File: config.mk
export PLATFORM = sky130hd
export DESIGN_NAME = image_plane_layout_calc
export DESIGN_NICKNAME = d
export VERILOG_FILES = /design/src/sv/iplc_pkg.sv /design/src/sv/iplc_front.sv /design/src/sv/iplc_cmd_fifo.sv /design/src/sv/iplc_back.sv /design/src/sv/image_plane_layout_calc.sv
export SDC_FILE = /design/constraint.sdc
export NUM_CORES = 2
export LEC_CHECK = 0
export BUFFER_PORTS_ARGS = -buffer_cell sky130_fd_sc_hd__buf_2
export CAP_MARGIN = 0
export CELL_PAD_IN_SITES_DETAIL_PLACEMENT = 1
export CELL_PAD_IN_SITES_GLOBAL_PLACEMENT = 2
export CORE_ASPECT_RATIO = 1.5
export CORE_MARGIN = 3
export CORE_UTILIZATION = 30
export CTS_BUF_LIST = sky130_fd_sc_hd__clkbuf_2 sky130_fd_sc_hd__clkbuf_4 sky130_fd_sc_hd__clkbuf_8
export CTS_CLUSTER_SIZE = 24
export DETAILED_ROUTE_END_ITERATION = 8
export MAX_ROUTING_LAYER = met4
export PLACE_DENSITY_LB_ADDON = 0.1
export RECOVER_POWER = 100
export SLEW_MARGIN = 20
export SYNTH_ARGS = -nofsm -noshare
export SYNTH_HDL_FRONTEND = slang
export SYNTH_SLANG_ARGS = --single-unit
File: constraint.sdc
create_clock -name clk -period 7.1 [get_ports clk]
set_input_delay 1.42 -clock clk [delete_from_list [all_inputs] [get_ports clk]]
set_output_delay 1.42 -clock clk [all_outputs]
set_load 0.01 [all_outputs]
File: src/sv/iplc_pkg.sv
// Shared types, constants and helpers for the image plane layout calculator.
// Used by every module of the block; depends on nothing.
package iplc_pkg;

    localparam int DIM_BITS   = 14;
    localparam int ALIGN_BITS = 13;
    localparam int PITCH_BITS = 16;
    localparam int SIZE_BITS  = 30;
    localparam int OFFS_BITS  = 31;
    localparam int REM_BITS   = ALIGN_BITS + 1;
    localparam int HAL_BITS   = DIM_BITS + 1;
    localparam int PROD_BITS  = PITCH_BITS + HAL_BITS;
    localparam int ACC_BITS   = OFFS_BITS + 1;

    localparam logic [2:0] FMT_YUV420 = 3'd0;
    localparam logic [2:0] FMT_NV12   = 3'd1;
    localparam logic [2:0] FMT_NV21   = 3'd2;
    localparam logic [2:0] FMT_RGB    = 3'd3;
    localparam logic [2:0] FMT_BGR    = 3'd4;
    localparam logic [2:0] FMT_RGBP   = 3'd5;
    localparam logic [2:0] FMT_BGRP   = 3'd6;

    localparam logic REG_ALIGN_W = 1'b0;
    localparam logic REG_ALIGN_H = 1'b1;

    localparam logic [PITCH_BITS-1:0] PITCH_MAX = '1;
    localparam logic [SIZE_BITS-1:0]  SIZE_MAX  = '1;
    localparam logic [OFFS_BITS-1:0]  OFFS_MAX  = '1;

    // One plane to lay out, handed from front to back
    typedef struct packed {
        logic [1:0]          plane_index;
        logic [DIM_BITS-1:0] plane_width;
        logic [DIM_BITS-1:0] plane_height;
        logic [1:0]          bpp;
        logic [1:0]          count;
        logic                err;
        logic                last;
    } cmd_t;

    typedef struct packed {
        logic [1:0]            plane_index;
        logic [DIM_BITS-1:0]   plane_width;
        logic [DIM_BITS-1:0]   plane_height;
        logic [1:0]            bpp;
        logic [PITCH_BITS-1:0] pitch;
        logic [SIZE_BITS-1:0]  plane_size;
        logic [OFFS_BITS-1:0]  plane_offset;
        logic [1:0]            count;
        logic                  err;
        logic                  last;
    } res_t;

    function automatic logic [1:0] plane_count(input logic [2:0] fmt);
        logic [1:0] c;
        case (fmt)
            FMT_YUV420, FMT_RGBP, FMT_BGRP: c = 2'd3;
            FMT_NV12, FMT_NV21:             c = 2'd2;
            FMT_RGB, FMT_BGR:               c = 2'd1;
            default:                        c = 2'd0;
        endcase
        return c;
    endfunction

    // One restoring remainder step
    function automatic logic [REM_BITS-1:0] rem_step(input logic [REM_BITS-1:0] rem,
                                                     input logic bit_in,
                                                     input logic [ALIGN_BITS-1:0] a);
        logic [REM_BITS:0] t;
        t = {rem, bit_in};
        if (t >= {2'b00, a})
            t = t - {2'b00, a};
        return t[REM_BITS-1:0];
    endfunction

endpackage

File: src/sv/iplc_front.sv
// Front end: accepts image items and splits them into per-plane commands.
// Depends on iplc_pkg.
module iplc_front
    import iplc_pkg::*;
(
    input  logic                clk,
    input  logic                rst_n,
    input  logic                push,
    output logic                full,
    input  logic [2:0]          format,
    input  logic [DIM_BITS-1:0] image_width,
    input  logic [DIM_BITS-1:0] image_height,
    output logic                cmd_push,
    input  logic                cmd_full,
    output cmd_t                cmd
);

    logic                busy_reg, busy_next;
    logic [2:0]          fmt_reg;
    logic [DIM_BITS-1:0] w_reg, h_reg;
    logic [1:0]          idx_reg, idx_next;
    logic [1:0]          cnt;
    logic                accept;

    assign cnt      = plane_count(fmt_reg);
    assign cmd_push = busy_reg && !cmd_full;
    assign full     = busy_reg && !(cmd_push && cmd.last);
    assign accept   = push && !full;

    always_comb
    begin
        cmd              = '0;
        cmd.plane_index  = idx_reg;
        cmd.plane_width  = w_reg;
        cmd.plane_height = h_reg;
        cmd.bpp          = 2'd1;
        cmd.count        = cnt;
        cmd.last         = (idx_reg + 2'd1 == cnt) || (cnt == 2'd0);
        cmd.err          = (cnt == 2'd0);
        if (cnt == 2'd0)
        begin
            cmd.plane_index  = '0;
            cmd.plane_width  = '0;
            cmd.plane_height = '0;
            cmd.bpp          = '0;
        end
        else if (fmt_reg == FMT_YUV420 && idx_reg != 2'd0)
        begin
            cmd.plane_width  = w_reg >> 1;
            cmd.plane_height = h_reg >> 1;
        end
        else if ((fmt_reg == FMT_NV12 || fmt_reg == FMT_NV21) && idx_reg != 2'd0)
        begin
            cmd.plane_height = h_reg >> 1;
        end
        else if (fmt_reg == FMT_RGB || fmt_reg == FMT_BGR)
        begin
            cmd.bpp = 2'd3;
        end
    end

    always_comb
    begin
        busy_next = busy_reg;
        idx_next  = idx_reg;
        if (cmd_push)
        begin
            idx_next = idx_reg + 2'd1;
            if (cmd.last)
                busy_next = 1'b0;
        end
        if (accept)
        begin
            busy_next = 1'b1;
            idx_next  = '0;
        end
    end

    always_ff @(posedge clk or negedge rst_n)
    begin
        if (!rst_n)
        begin
            busy_reg <= 1'b0;
            idx_reg  <= '0;
        end
        else
        begin
            busy_reg <= busy_next;
            idx_reg  <= idx_next;
        end
    end

    always_ff @(posedge clk)
    begin
        if (accept)
        begin
            fmt_reg <= format;
            w_reg   <= image_width;
            h_reg   <= image_height;
        end
    end

endmodule

File: src/sv/iplc_cmd_fifo.sv
// Four-entry command queue between front and back.
// Depends on iplc_pkg.
module iplc_cmd_fifo
    import iplc_pkg::*;
(
    input  logic clk,
    input  logic rst_n,
    input  logic wr,
    input  cmd_t wr_data,
    output logic full,
    input  logic rd,
    output cmd_t rd_data,
    output logic valid
);

    cmd_t       mem_reg [4];
    logic [1:0] wp_reg, rp_reg;
    logic [2:0] n_reg;

    assign full    = (n_reg == 3'd4);
    assign valid   = (n_reg != 3'd0);
    assign rd_data = mem_reg[rp_reg];

    always_ff @(posedge clk or negedge rst_n)
    begin
        if (!rst_n)
        begin
            wp_reg <= '0;
            rp_reg <= '0;
            n_reg  <= '0;
        end
        else
        begin
            if (wr)
                wp_reg <= wp_reg + 2'd1;
            if (rd)
                rp_reg <= rp_reg + 2'd1;
            n_reg <= n_reg + {2'b00, wr} - {2'b00, rd};
        end
    end

    always_ff @(posedge clk)
    begin
        if (wr)
            mem_reg[wp_reg] <= wr_data;
    end

endmodule

File: src/sv/iplc_back.sv
// Back end: bit-serial remainder unit, pitch/size multiply, offset sum and
// a two-entry result queue. Depends on iplc_pkg.
module iplc_back
    import iplc_pkg::*;
(
    input  logic                  clk,
    input  logic                  rst_n,
    input  logic                  cmd_valid,
    input  cmd_t                  cmd,
    output logic                  cmd_pop,
    input  logic [ALIGN_BITS-1:0] align_w,
    input  logic [ALIGN_BITS-1:0] align_h,
    output logic                  res_valid,
    output res_t                  res,
    input  logic                  res_pop
);

    typedef enum logic [2:0] {S_IDLE, S_DIV, S_RND, S_MUL, S_OUT} state_t;

    state_t                state_reg;
    cmd_t                  cmd_reg;
    logic [PITCH_BITS-1:0] dw_reg, shw_reg;
    logic [PITCH_BITS-1:0] shh_reg;
    logic [REM_BITS-1:0]   rw_reg, rh_reg;
    logic [3:0]            step_reg;
    logic [PITCH_BITS-1:0] pitch_reg;
    logic [HAL_BITS-1:0]   hal_reg;
    logic [PROD_BITS-1:0]  prod_reg;
    logic [ACC_BITS-1:0]   offs_reg;

    res_t                  q_reg [2];
    logic                  qw_reg, qr_reg;
    logic [1:0]            qn_reg;
    logic                  q_wr;
    res_t                  q_in;

    logic [PITCH_BITS:0]   pw_sum;
    logic [HAL_BITS-1:0]   ph_sum;
    logic [SIZE_BITS-1:0]  size_sat;

    assign cmd_pop   = (state_reg == S_IDLE) && cmd_valid;
    assign res_valid = (qn_reg != 2'd0);
    assign res       = q_reg[qr_reg];
    assign q_wr      = (state_reg == S_OUT) && (qn_reg != 2'd2);

    // round up: add (a - r) when the remainder is non-zero
    assign pw_sum = {1'b0, dw_reg} + ((rw_reg == '0) ? '0 :
                    (PITCH_BITS+1)'({1'b0, align_w} - {1'b0, rw_reg[ALIGN_BITS-1:0]}));
    assign ph_sum = {1'b0, cmd_reg.plane_height} + ((rh_reg == '0) ? '0 :
                    HAL_BITS'({1'b0, align_h} - {1'b0, rh_reg[ALIGN_BITS-1:0]}));
    assign size_sat = (prod_reg > PROD_BITS'(SIZE_MAX)) ? SIZE_MAX : prod_reg[SIZE_BITS-1:0];

    always_comb
    begin
        q_in              = '0;
        q_in.err          = cmd_reg.err;
        q_in.last         = cmd_reg.last;
        if (!cmd_reg.err)
        begin
            q_in.plane_index  = cmd_reg.plane_index;
            q_in.plane_width  = cmd_reg.plane_width;
            q_in.plane_height = cmd_reg.plane_height;
            q_in.bpp          = cmd_reg.bpp;
            q_in.count        = cmd_reg.count;
            q_in.pitch        = pitch_reg;
            q_in.plane_size   = size_sat;
            q_in.plane_offset = (offs_reg > ACC_BITS'(OFFS_MAX)) ? OFFS_MAX
                                                                 : offs_reg[OFFS_BITS-1:0];
        end
    end

    always_ff @(posedge clk or negedge rst_n)
    begin
        if (!rst_n)
        begin
            state_reg <= S_IDLE;
            offs_reg  <= '0;
            step_reg  <= '0;
        end
        else
        begin
            unique case (state_reg)
                S_IDLE:
                begin
                    if (cmd_valid)
                        state_reg <= cmd.err ? S_OUT : S_DIV;
                    step_reg <= '0;
                end
                S_DIV:
                begin
                    step_reg <= step_reg + 4'd1;
                    if (step_reg == 4'd15)
                        state_reg <= S_RND;
                end
                S_RND: state_reg <= S_MUL;
                S_MUL: state_reg <= S_OUT;
                S_OUT:
                begin
                    if (q_wr)
                    begin
                        state_reg <= S_IDLE;
                        if (cmd_reg.last)
                            offs_reg <= '0;
                        else
                            offs_reg <= offs_reg + ACC_BITS'(size_sat);
                    end
                end
                default: state_reg <= S_IDLE;
            endcase
        end
    end

    always_ff @(posedge clk)
    begin
        case (state_reg)
            S_IDLE:
            begin
                cmd_reg  <= cmd;
                dw_reg   <= PITCH_BITS'(cmd.plane_width) * PITCH_BITS'(cmd.bpp);
                shw_reg  <= PITCH_BITS'(cmd.plane_width) * PITCH_BITS'(cmd.bpp);
                shh_reg  <= PITCH_BITS'(cmd.plane_height);
                rw_reg   <= '0;
                rh_reg   <= '0;
                prod_reg <= '0;
                pitch_reg <= '0;
            end
            S_DIV:
            begin
                rw_reg  <= rem_step(rw_reg, shw_reg[PITCH_BITS-1], align_w);
                rh_reg  <= rem_step(rh_reg, shh_reg[PITCH_BITS-1], align_h);
                shw_reg <= shw_reg << 1;
                shh_reg <= shh_reg << 1;
            end
            S_RND:
            begin
                pitch_reg <= pw_sum[PITCH_BITS] ? PITCH_MAX : pw_sum[PITCH_BITS-1:0];
                hal_reg   <= ph_sum;
            end
            S_MUL: prod_reg <= pitch_reg * hal_reg;
            default: ;
        endcase
    end

    // result queue
    always_ff @(posedge clk or negedge rst_n)
    begin
        if (!rst_n)
        begin
            qw_reg <= 1'b0;
            qr_reg <= 1'b0;
            qn_reg <= '0;
        end
        else
        begin
            if (q_wr)
                qw_reg <= ~qw_reg;
            if (res_pop && res_valid)
                qr_reg <= ~qr_reg;
            qn_reg <= qn_reg + {1'b0, q_wr} - {1'b0, res_pop && res_valid};
        end
    end

    always_ff @(posedge clk)
    begin
        if (q_wr)
            q_reg[qw_reg] <= q_in;
    end

endmodule

File: src/sv/image_plane_layout_calc.sv
// Top level of the image plane layout calculator.
// Depends on iplc_pkg, iplc_front, iplc_cmd_fifo and iplc_back.
//
// Usage:
//   Input queue: drive format, image_width and image_height with push high;
//   the item is taken at a rising edge where full is low.
//   Result queue: while empty is low the oldest result (one per plane, the
//   final one flagged by last) sits on the result ports; pop takes it.
//   An unsupported format yields one result with error and last set.
//   Configuration: cfg_we with cfg_index 0 writes align_width, index 1
//   align_height; a zero alignment acts as one. Write only while idle.
// Flow:
//   Each plane goes through the back end in turn: the bit-serial remainder
//   unit (one bit per cycle, pitch and height in parallel), then round,
//   multiply and write-out; an unsupported format goes straight to
//   write-out. The back end works on one plane at a time.
//   The front end splits items into a four-deep plane queue, so a new item
//   is taken while earlier planes are still being worked on.
// Reset: both queues empty, alignments return to 1.
// Stall: when pop is held low the two-entry result queue fills, the back
//   end holds its finished plane and the plane queue then backs up to full.
module image_plane_layout_calc
    import iplc_pkg::*;
(
    input  logic                  clk,
    input  logic                  rst_n,
    input  logic                  push,
    output logic                  full,
    input  logic [2:0]            format,
    input  logic [DIM_BITS-1:0]   image_width,
    input  logic [DIM_BITS-1:0]   image_height,
    output logic                  empty,
    input  logic                  pop,
    output logic [1:0]            plane_index,
    output logic [DIM_BITS-1:0]   plane_width,
    output logic [DIM_BITS-1:0]   plane_height,
    output logic [1:0]            bytes_per_pixel,
    output logic [PITCH_BITS-1:0] pitch,
    output logic [SIZE_BITS-1:0]  plane_size,
    output logic [OFFS_BITS-1:0]  plane_offset,
    output logic [1:0]            plane_count,
    output logic                  error,
    output logic                  last,
    input  logic                  cfg_we,
    input  logic                  cfg_index,
    input  logic [ALIGN_BITS-1:0] cfg_wdata
);

    logic [ALIGN_BITS-1:0] align_w_reg, align_h_reg;
    logic [ALIGN_BITS-1:0] align_w_eff, align_h_eff;
    logic                  cmd_push, cmd_full, cmd_pop, cmd_valid;
    cmd_t                  cmd_in, cmd_out;
    logic                  res_valid;
    res_t                  res;

    // hold alignment registers; zero behaves as one
    always_ff @(posedge clk or negedge rst_n)
    begin
        if (!rst_n)
        begin
            align_w_reg <= ALIGN_BITS'(1);
            align_h_reg <= ALIGN_BITS'(1);
        end
        else if (cfg_we)
        begin
            if (cfg_index == REG_ALIGN_W)
                align_w_reg <= cfg_wdata;
            else
                align_h_reg <= cfg_wdata;
        end
    end

    assign align_w_eff = (align_w_reg == '0) ? ALIGN_BITS'(1) : align_w_reg;
    assign align_h_eff = (align_h_reg == '0) ? ALIGN_BITS'(1) : align_h_reg;

    iplc_front u_front (
        .clk          (clk),
        .rst_n        (rst_n),
        .push         (push),
        .full         (full),
        .format       (format),
        .image_width  (image_width),
        .image_height (image_height),
        .cmd_push     (cmd_push),
        .cmd_full     (cmd_full),
        .cmd          (cmd_in)
    );

    iplc_cmd_fifo u_cmd_fifo (
        .clk     (clk),
        .rst_n   (rst_n),
        .wr      (cmd_push),
        .wr_data (cmd_in),
        .full    (cmd_full),
        .rd      (cmd_pop),
        .rd_data (cmd_out),
        .valid   (cmd_valid)
    );

    iplc_back u_back (
        .clk       (clk),
        .rst_n     (rst_n),
        .cmd_valid (cmd_valid),
        .cmd       (cmd_out),
        .cmd_pop   (cmd_pop),
        .align_w   (align_w_eff),
        .align_h   (align_h_eff),
        .res_valid (res_valid),
        .res       (res),
        .res_pop   (pop)
    );

    assign empty           = !res_valid;
    assign plane_index     = res.plane_index;
    assign plane_width     = res.plane_width;
    assign plane_height    = res.plane_height;
    assign bytes_per_pixel = res.bpp;
    assign pitch           = res.pitch;
    assign plane_size      = res.plane_size;
    assign plane_offset    = res.plane_offset;
    assign plane_count     = res.count;
    assign error           = res.err;
    assign last            = res.last;

    // an error result always closes its item
    a_err_last: assert property (@(posedge clk) disable iff (!rst_n)
        (!empty && error) |-> last)
        else $error("error result without last");

    // plane index stays below the plane count
    a_idx_range: assert property (@(posedge clk) disable iff (!rst_n)
        (!empty && !error) |-> (plane_index < plane_count))
        else $error("plane index out of range");

    // last marks the final plane
    a_last_pos: assert property (@(posedge clk) disable iff (!rst_n)
        (!empty && !error && last) |-> (plane_index + 2'd1 == plane_count))
        else $error("last on wrong plane");

    // first plane of an item starts at offset zero
    a_first_offs: assert property (@(posedge clk) disable iff (!rst_n)
        (!empty && plane_index == 2'd0) |-> (plane_offset == '0))
        else $error("first plane offset non-zero");

endmodule

Word level (Yosys, flattened, before mapping):

Memories as Yosys holds them, arrays and structs flattened.
Cells that the tools add are included.

* reductions and logical operators: 39
* magnitude comparators: 4
* equal/unequal tests: 17
* multiply operators: 2
* muxes and demuxes: 41
* add/sub/neg operators: 15
* bitwise gates (word level): 3

Operators with widths (count)
* 2-to-1 mux 111 bit: 1
* case mux 16 bit (2 select lines): 3
* 2-to-1 mux 14 bit: 5
* case mux 31 bit (2 select lines): 1
* 2-to-1 mux 30 bit: 2
* case mux 14 bit (2 select lines): 2
* adder 32 x 30 -> 32 bit: 1
* > comparator 32 x 31 -> 1 bit, second input constant: 1
* 2-to-1 mux 32 bit: 1
* > comparator 31 x 30 -> 1 bit, second input constant: 1
* multiplier 16 x 15 -> 31 bit: 1
* 2-to-1 mux 31 bit: 1
* greater-or-equal comparator 15 x 13 -> 1 bit: 2
* zero test 14 bit: 2
* subtractor 13 x 13 -> 14 bit: 2
* subtractor 14 x 13 -> 14 bit: 2
* zero test 13 bit: 2
* 2-to-1 mux 13 bit: 2
* adder 16 x 17 -> 17 bit: 1
* 2-to-1 mux 17 bit: 1
* multiplier 14 x 2 -> 16 bit: 1
* 2-to-1 mux 16 bit: 1
* adder 14 x 15 -> 15 bit: 1
* == test 3 bit, second input constant: 5
* 31 further kinds: 79

* RAM bits: 370
* bits of input ports: 50
* memories kept: 2
* bits in registers: 284
* output and inout bits: 115
* word-level logic and storage cells: 154

Memory list
* u_back.q_reg: words 2, width 113, rd ports 1, clocked after memory_dff 0, write ports 1, line iplc_back.sv:31 `res_t q_reg [2];`
* u_cmd_fifo.mem_reg: words 4, width 36, rd ports 1, clocked after memory_dff 0, write ports 1, line iplc_cmd_fifo.sv:16 `cmd_t mem_reg [4];`

Logic depth before layout (Yosys ltp):

* word-level depth: 12
* gate-level depth with buffers: 25
* depth with buffers taken out: 23

Modules after synthesis:

From an unflattened synthesis, not the netlist that was laid out.

* cell total of the unflattened synthesis: 3346
* area total of the unflattened synthesis: 39703.1 um^2

By module, submodules not included
* iplc_back: area each 31221.2 um^2, sequential area each 13087.6 um^2, cells an instance 2866, instances 1
* iplc_cmd_fifo: area each 5600.4 um^2, sequential area each 4499.3 um^2, cells an instance 222, instances 1
* iplc_front: area each 1706.6 um^2, sequential area each 1006.0 um^2, cells an instance 169, instances 1
* image_plane_layout_calc: area each 1174.9 um^2, sequential area each 653.1 um^2, cells an instance 89, instances 1

Worst setup path before layout:

Ideal clock, no wire load.

* kind: register to register
* start point: register u_back.state_reg[2]
* end point: memory u_back.q_reg[0][0] (netlist bit) (enable)
* cell stages (with the launch flop): 5
* slack: 0.803 ns
* arrival time: 5.710 ns
* cells stage by stage: dfrtp_1 > clkbuf_1 > nand3_1 > clkbuf_1 > nor2_1

* word-level cells in the longest chain between the ends: 4

RTL lines
* start, declared: line iplc_back.sv:20 `state_t state_reg;`
* start signal, assigned: line iplc_back.sv:86 `state_reg <= cmd.err ? S_OUT : S_DIV;`
* == test 3 bit: line iplc_back.sv:44 `assign q_wr = (state_reg == S_OUT) && (qn_reg != 2'd2);`
* logical AND 1 bit: line iplc_back.sv:44
* 2-to-1 mux 1 bit: line iplc_back.sv:165 `if (q_wr)`
* 2-to-1 mux 1 bit (implied by the code): line iplc_back.sv:166 `q_reg[qw_reg] <= q_in;`
* end, declared: line iplc_back.sv:31

No other way between the ends.

Final worst setup path:

* start point: register u_back.hal_reg[6]
* end point: register u_back.prod_reg[29] (data pin)

* word-level cells in the longest chain between the ends: 2

RTL lines
* start, declared: line iplc_back.sv:27 `logic [HAL_BITS-1:0] hal_reg;`
* start signal, assigned: line iplc_back.sv:137 `hal_reg <= ph_sum;`
* multiplier 16 x 15 -> 31 bit: line iplc_back.sv:139 `S_MUL: prod_reg <= pitch_reg * hal_reg;`
* case mux 31 bit (2 select lines): line iplc_back.sv:115 `case (state_reg)`
* end signal, assigned: line iplc_back.sv:139
* end, declared: line iplc_back.sv:28 `logic [PROD_BITS-1:0] prod_reg;`

No other way between the ends.
A chain may end at the register's enable or synchronous reset.

==> results.py <==
metrics = {
    "status": {
        "outcome": "complete, but fails checks",
        "failed_checks": "max-capacitance violations, max-slew violations",
    },
    "cts": {
        "clock_path_buffers": 3,
        "numCtsBuffers": 110,
        "clkLatencyLatePin_ps": 810,
        "holdBufCountCts": 0,
        "path_clk_slew_ps": 70,
        "cts_tree": "done",
        "root_buffer": "clkbuf_8",
        "cts_setup_buffers": 0,
        "htreeDepth": 3,
        "cts_sinks": 654,
        "cts.repair.resized": 0,
    },
    "detailed_routing": {
        "antenna_left": 0,
        "m1WireLength_um": 46400,
        "drt_iter0_markers": 1199,
        "via_per_inst": 4.78,
        "firstDrtPassIters": 5,
        "wl_met3_um": 3670,
        "wl_per_cell_um": 22.1,
        "drc": 0,
        "routed-wl-met2_um": 64400,
        "routed.top_layer": "met4",
        "vias": 25600,
        "routed_wl_um": 118000,
    },
    "place": {
        "dpl.hpwl_um": 90500,
        "gp_congestion": 0.847,
        "portBuffers": 164,
        "dp_cells": 5150,
    },
    "critical_path": {
        "crit_required_ps": 7560,
        "reg2reg_from": "u_back.hal_reg[6]",
        "crit_path_max_fanout": 11,
        "r2r_slack_ps": 370,
        "endpoint_kind": "flop",
        "cp-start-kind": "flop",
        "crit_arrival_ps": 7190,
        "r2r_end": "u_back.prod_reg[29]",
        "worst-setup-path-type": "reg -> reg",
        "reg2reg_depth": 20,
    },
    "synthesis": {
        "syn_avg_cell_area_um2": 11.7,
        "synth_edf_count": 575,
        "synthArstFlopShare": 0.121,
        "ys.flop_type": "edfxtp_1",
        "mappedNetlistNets": 3825,
        "synth_area_leaders": "edfxtp_1, fa_1, ha_1",
        "yosysWarnings": 0,
        "synthCells": 3356,
        "synth-seq-cells": 654,
        "synth.distinct_cells": 76,
        "syn-cell-area_um2": 39300,
        "netlist.area_leader.share": 0.439,
        "ys_seq_area_frac": 0.490,
        "yosysTopAreaCell": "edfxtp_1",
    },
    "timing": {
        "finalHoldViolCount": 0,
        "rsz0062_at_grt": "false",
        "min_period_ps": 6730,
        "finalClockSkew_ps": 52.2,
        "setup_viol": 0,
        "tightest_slew_ps": 3440,
        "max_freq_mhz": 149,
        "finalCritPeriodShare": 0.948,
        "slew_headroom": -1.29,
        "whs_ps": 514,
        "fin_tns_setup_ps": 0,
        "slew_viol_final": 907,
    },
    "final_layout": {
        "n_fill_cell": 14300,
        "seq_area_um2": 19200,
        "drive_above_1_share": 0.136,
        "area_growth_pct": 12.9,
        "fin_cells": 5358,
        "multi_input_area_um2": 18200,
        "largest_reg_flops": 226,
        "final_nets": 4009,
    },
    "global_routing": {
        "grt_pass1_wl_um": 179000,
        "antenna_found_initial": 3,
        "overflow": 0,
        "grt_pass1_vias": 28500,
        "grt_usage": 0.180,
        "grt_start_max_net_pins": 70,
    },
    "die": {
        "ios": 165,
        "die_w_um": 302,
        "start_util": 0.302,
        "num_rows": 162,
        "die_y_um": 449,
        "die_area_um2": 136000,
        "coreArea_um2": 130000,
    },
    "hold_path": {
        "hold_path.class": "reg -> reg",
        "hold_depth": 2,
        "hold_start": "u_back.shw_reg[3]",
        "min_to": "u_back.shw_reg[4]",
    },
    "run": {
        "drv_cap": 21,
    },
}
-- metal layers --
layer,global-route usage,vias to the layer above
li1,-,12000
met1,0.199,13000
met2,0.332,423
met3,0.0218,163
met4,0.0619,0
met5,-,-
-- Yosys cell counts, drive strengths merged, types with 14 or more instances --
library cell	number
buf	15
xor2	49
a21oi	167
nor2	192
fa	189
nand4	15
nand2b	14
nor3	38
a31oi	18
dfrtp	77
o21a	17
and2	183
mux4	36
a21o	65
and3	25
a211oi	15
mux2	135
nor4	18
ha	230
nand2	317
nand3	27
clkbuf	136
o21ai	94
inv	344
or2	36
or3	16
a22o	26
nor2b	108
edfxtp	575
xnor2	75
-- critical path: stages, from the launching register on --
cell	delay, ps
edfxtp_1	700
buf_4	250
nand2_1	80
fa_1	450
fa_1	620
inv_1	80
fa_1	530
fa_1	540
fa_1	560
inv_1	60
fa_1	520
inv_1	40
ha_1	410
nand4_1	190
nor2_1	100
and3_1	180
a221o_1	360
o211ai_1	300
a21boi_0	180
nor3_1	160
nor3_1	60
-- worst max path at each step --
stage	startpoint	cells after the start	endpoint	slack (ps)
finish	u_back.hal_reg[6]	20	u_back.prod_reg[29]	370
global route	u_back.pitch_reg[5]	22	u_back.prod_reg[27]	50
CTS	u_back.hal_reg[6]	20	u_back.prod_reg[29]	340
detailed placement	u_back.hal_reg[6]	20	u_back.prod_reg[29]	370
global placement	u_back.hal_reg[6]	20	u_back.prod_reg[29]	410
floorplan	u_back.state_reg[2]	4	u_back.q_reg[0][0]	800
-- area by class of cell --
cell class / instances / share of cell area
diodes: 1 / 0.0000564
multi-input cells: 2207 / 0.410
flip-flops and latches: 654 / 0.433
clock inverters: 47 / 0.0107
inverters: 344 / 0.0291
clock buffers: 160 / 0.0438
repair buffers: 223 / 0.0243
well taps: 1722 / 0.0485
-- logic make-up (layout without fill, tap and decap cells) --
kind of cell,after synthesis,count (layout),synth area share
flip-flops,654,654,0.490
other,0,1,0
AO/OA/AOI/OAI,484,484,0.0791
multiplexers,173,173,0.0598
adder cells (fa/ha/maj),419,419,0.169
XOR/XNOR,124,124,0.0276
buffers and inverters,495,774,0.0476
AND/OR/NAND/NOR,1007,1007,0.127
-- metrics by stage --
| stage | area, um^2 | util | worst slack, ps |
|---|---|---|---|
| 2_1_floorplan | 39300 | - | 803 |
| 3_3_place_gp | 42200 | 0.324 | 411 |
| 3_5_place_dp | 42200 | 0.324 | 373 |
| 4_1_cts | 44600 | 0.343 | 341 |
| 5_1_grt | 44400 | 0.341 | 48.0 |
| 6_report | 44400 | 0.341 | 369 |
-- placed cells by master, fill, tap and decap left out, drive strengths merged, types with 5 or more instances in the layout --
cell    netlist  final
a211oi       15     15
nand2b       14     14
inv         344    345
nor3         38     38
clkbuf      136    265
clkinv        0     39
mux4         36     36
or3          16     16
o211ai        9      9
fa          189    189
and4          5      5
a31o          7      7
nand4        15     15
edfxtp      575    575
nor2b       108    108
bufinv        0      7
nand2       317    317
a31oi        18     18
nand3        27     27
and3         25     25
nor2        192    192
a221o         5      5
dfrtp        77     77
buf          15    118
a21boi       11     11
ha          230    230
o21ai        94     94
xnor2        75     75
mux2        135    135
or2          36     36
a22o         26     26
a21o         65     65
o21bai       11     11
nor4         18     18
o31ai         9      9
o21a         17     17
xor2         49     49
a21oi       167    167
and2        183    183
Power is not shown: default switching activity piles up to over one toggle a cycle in this logic, so the estimate is an artifact.
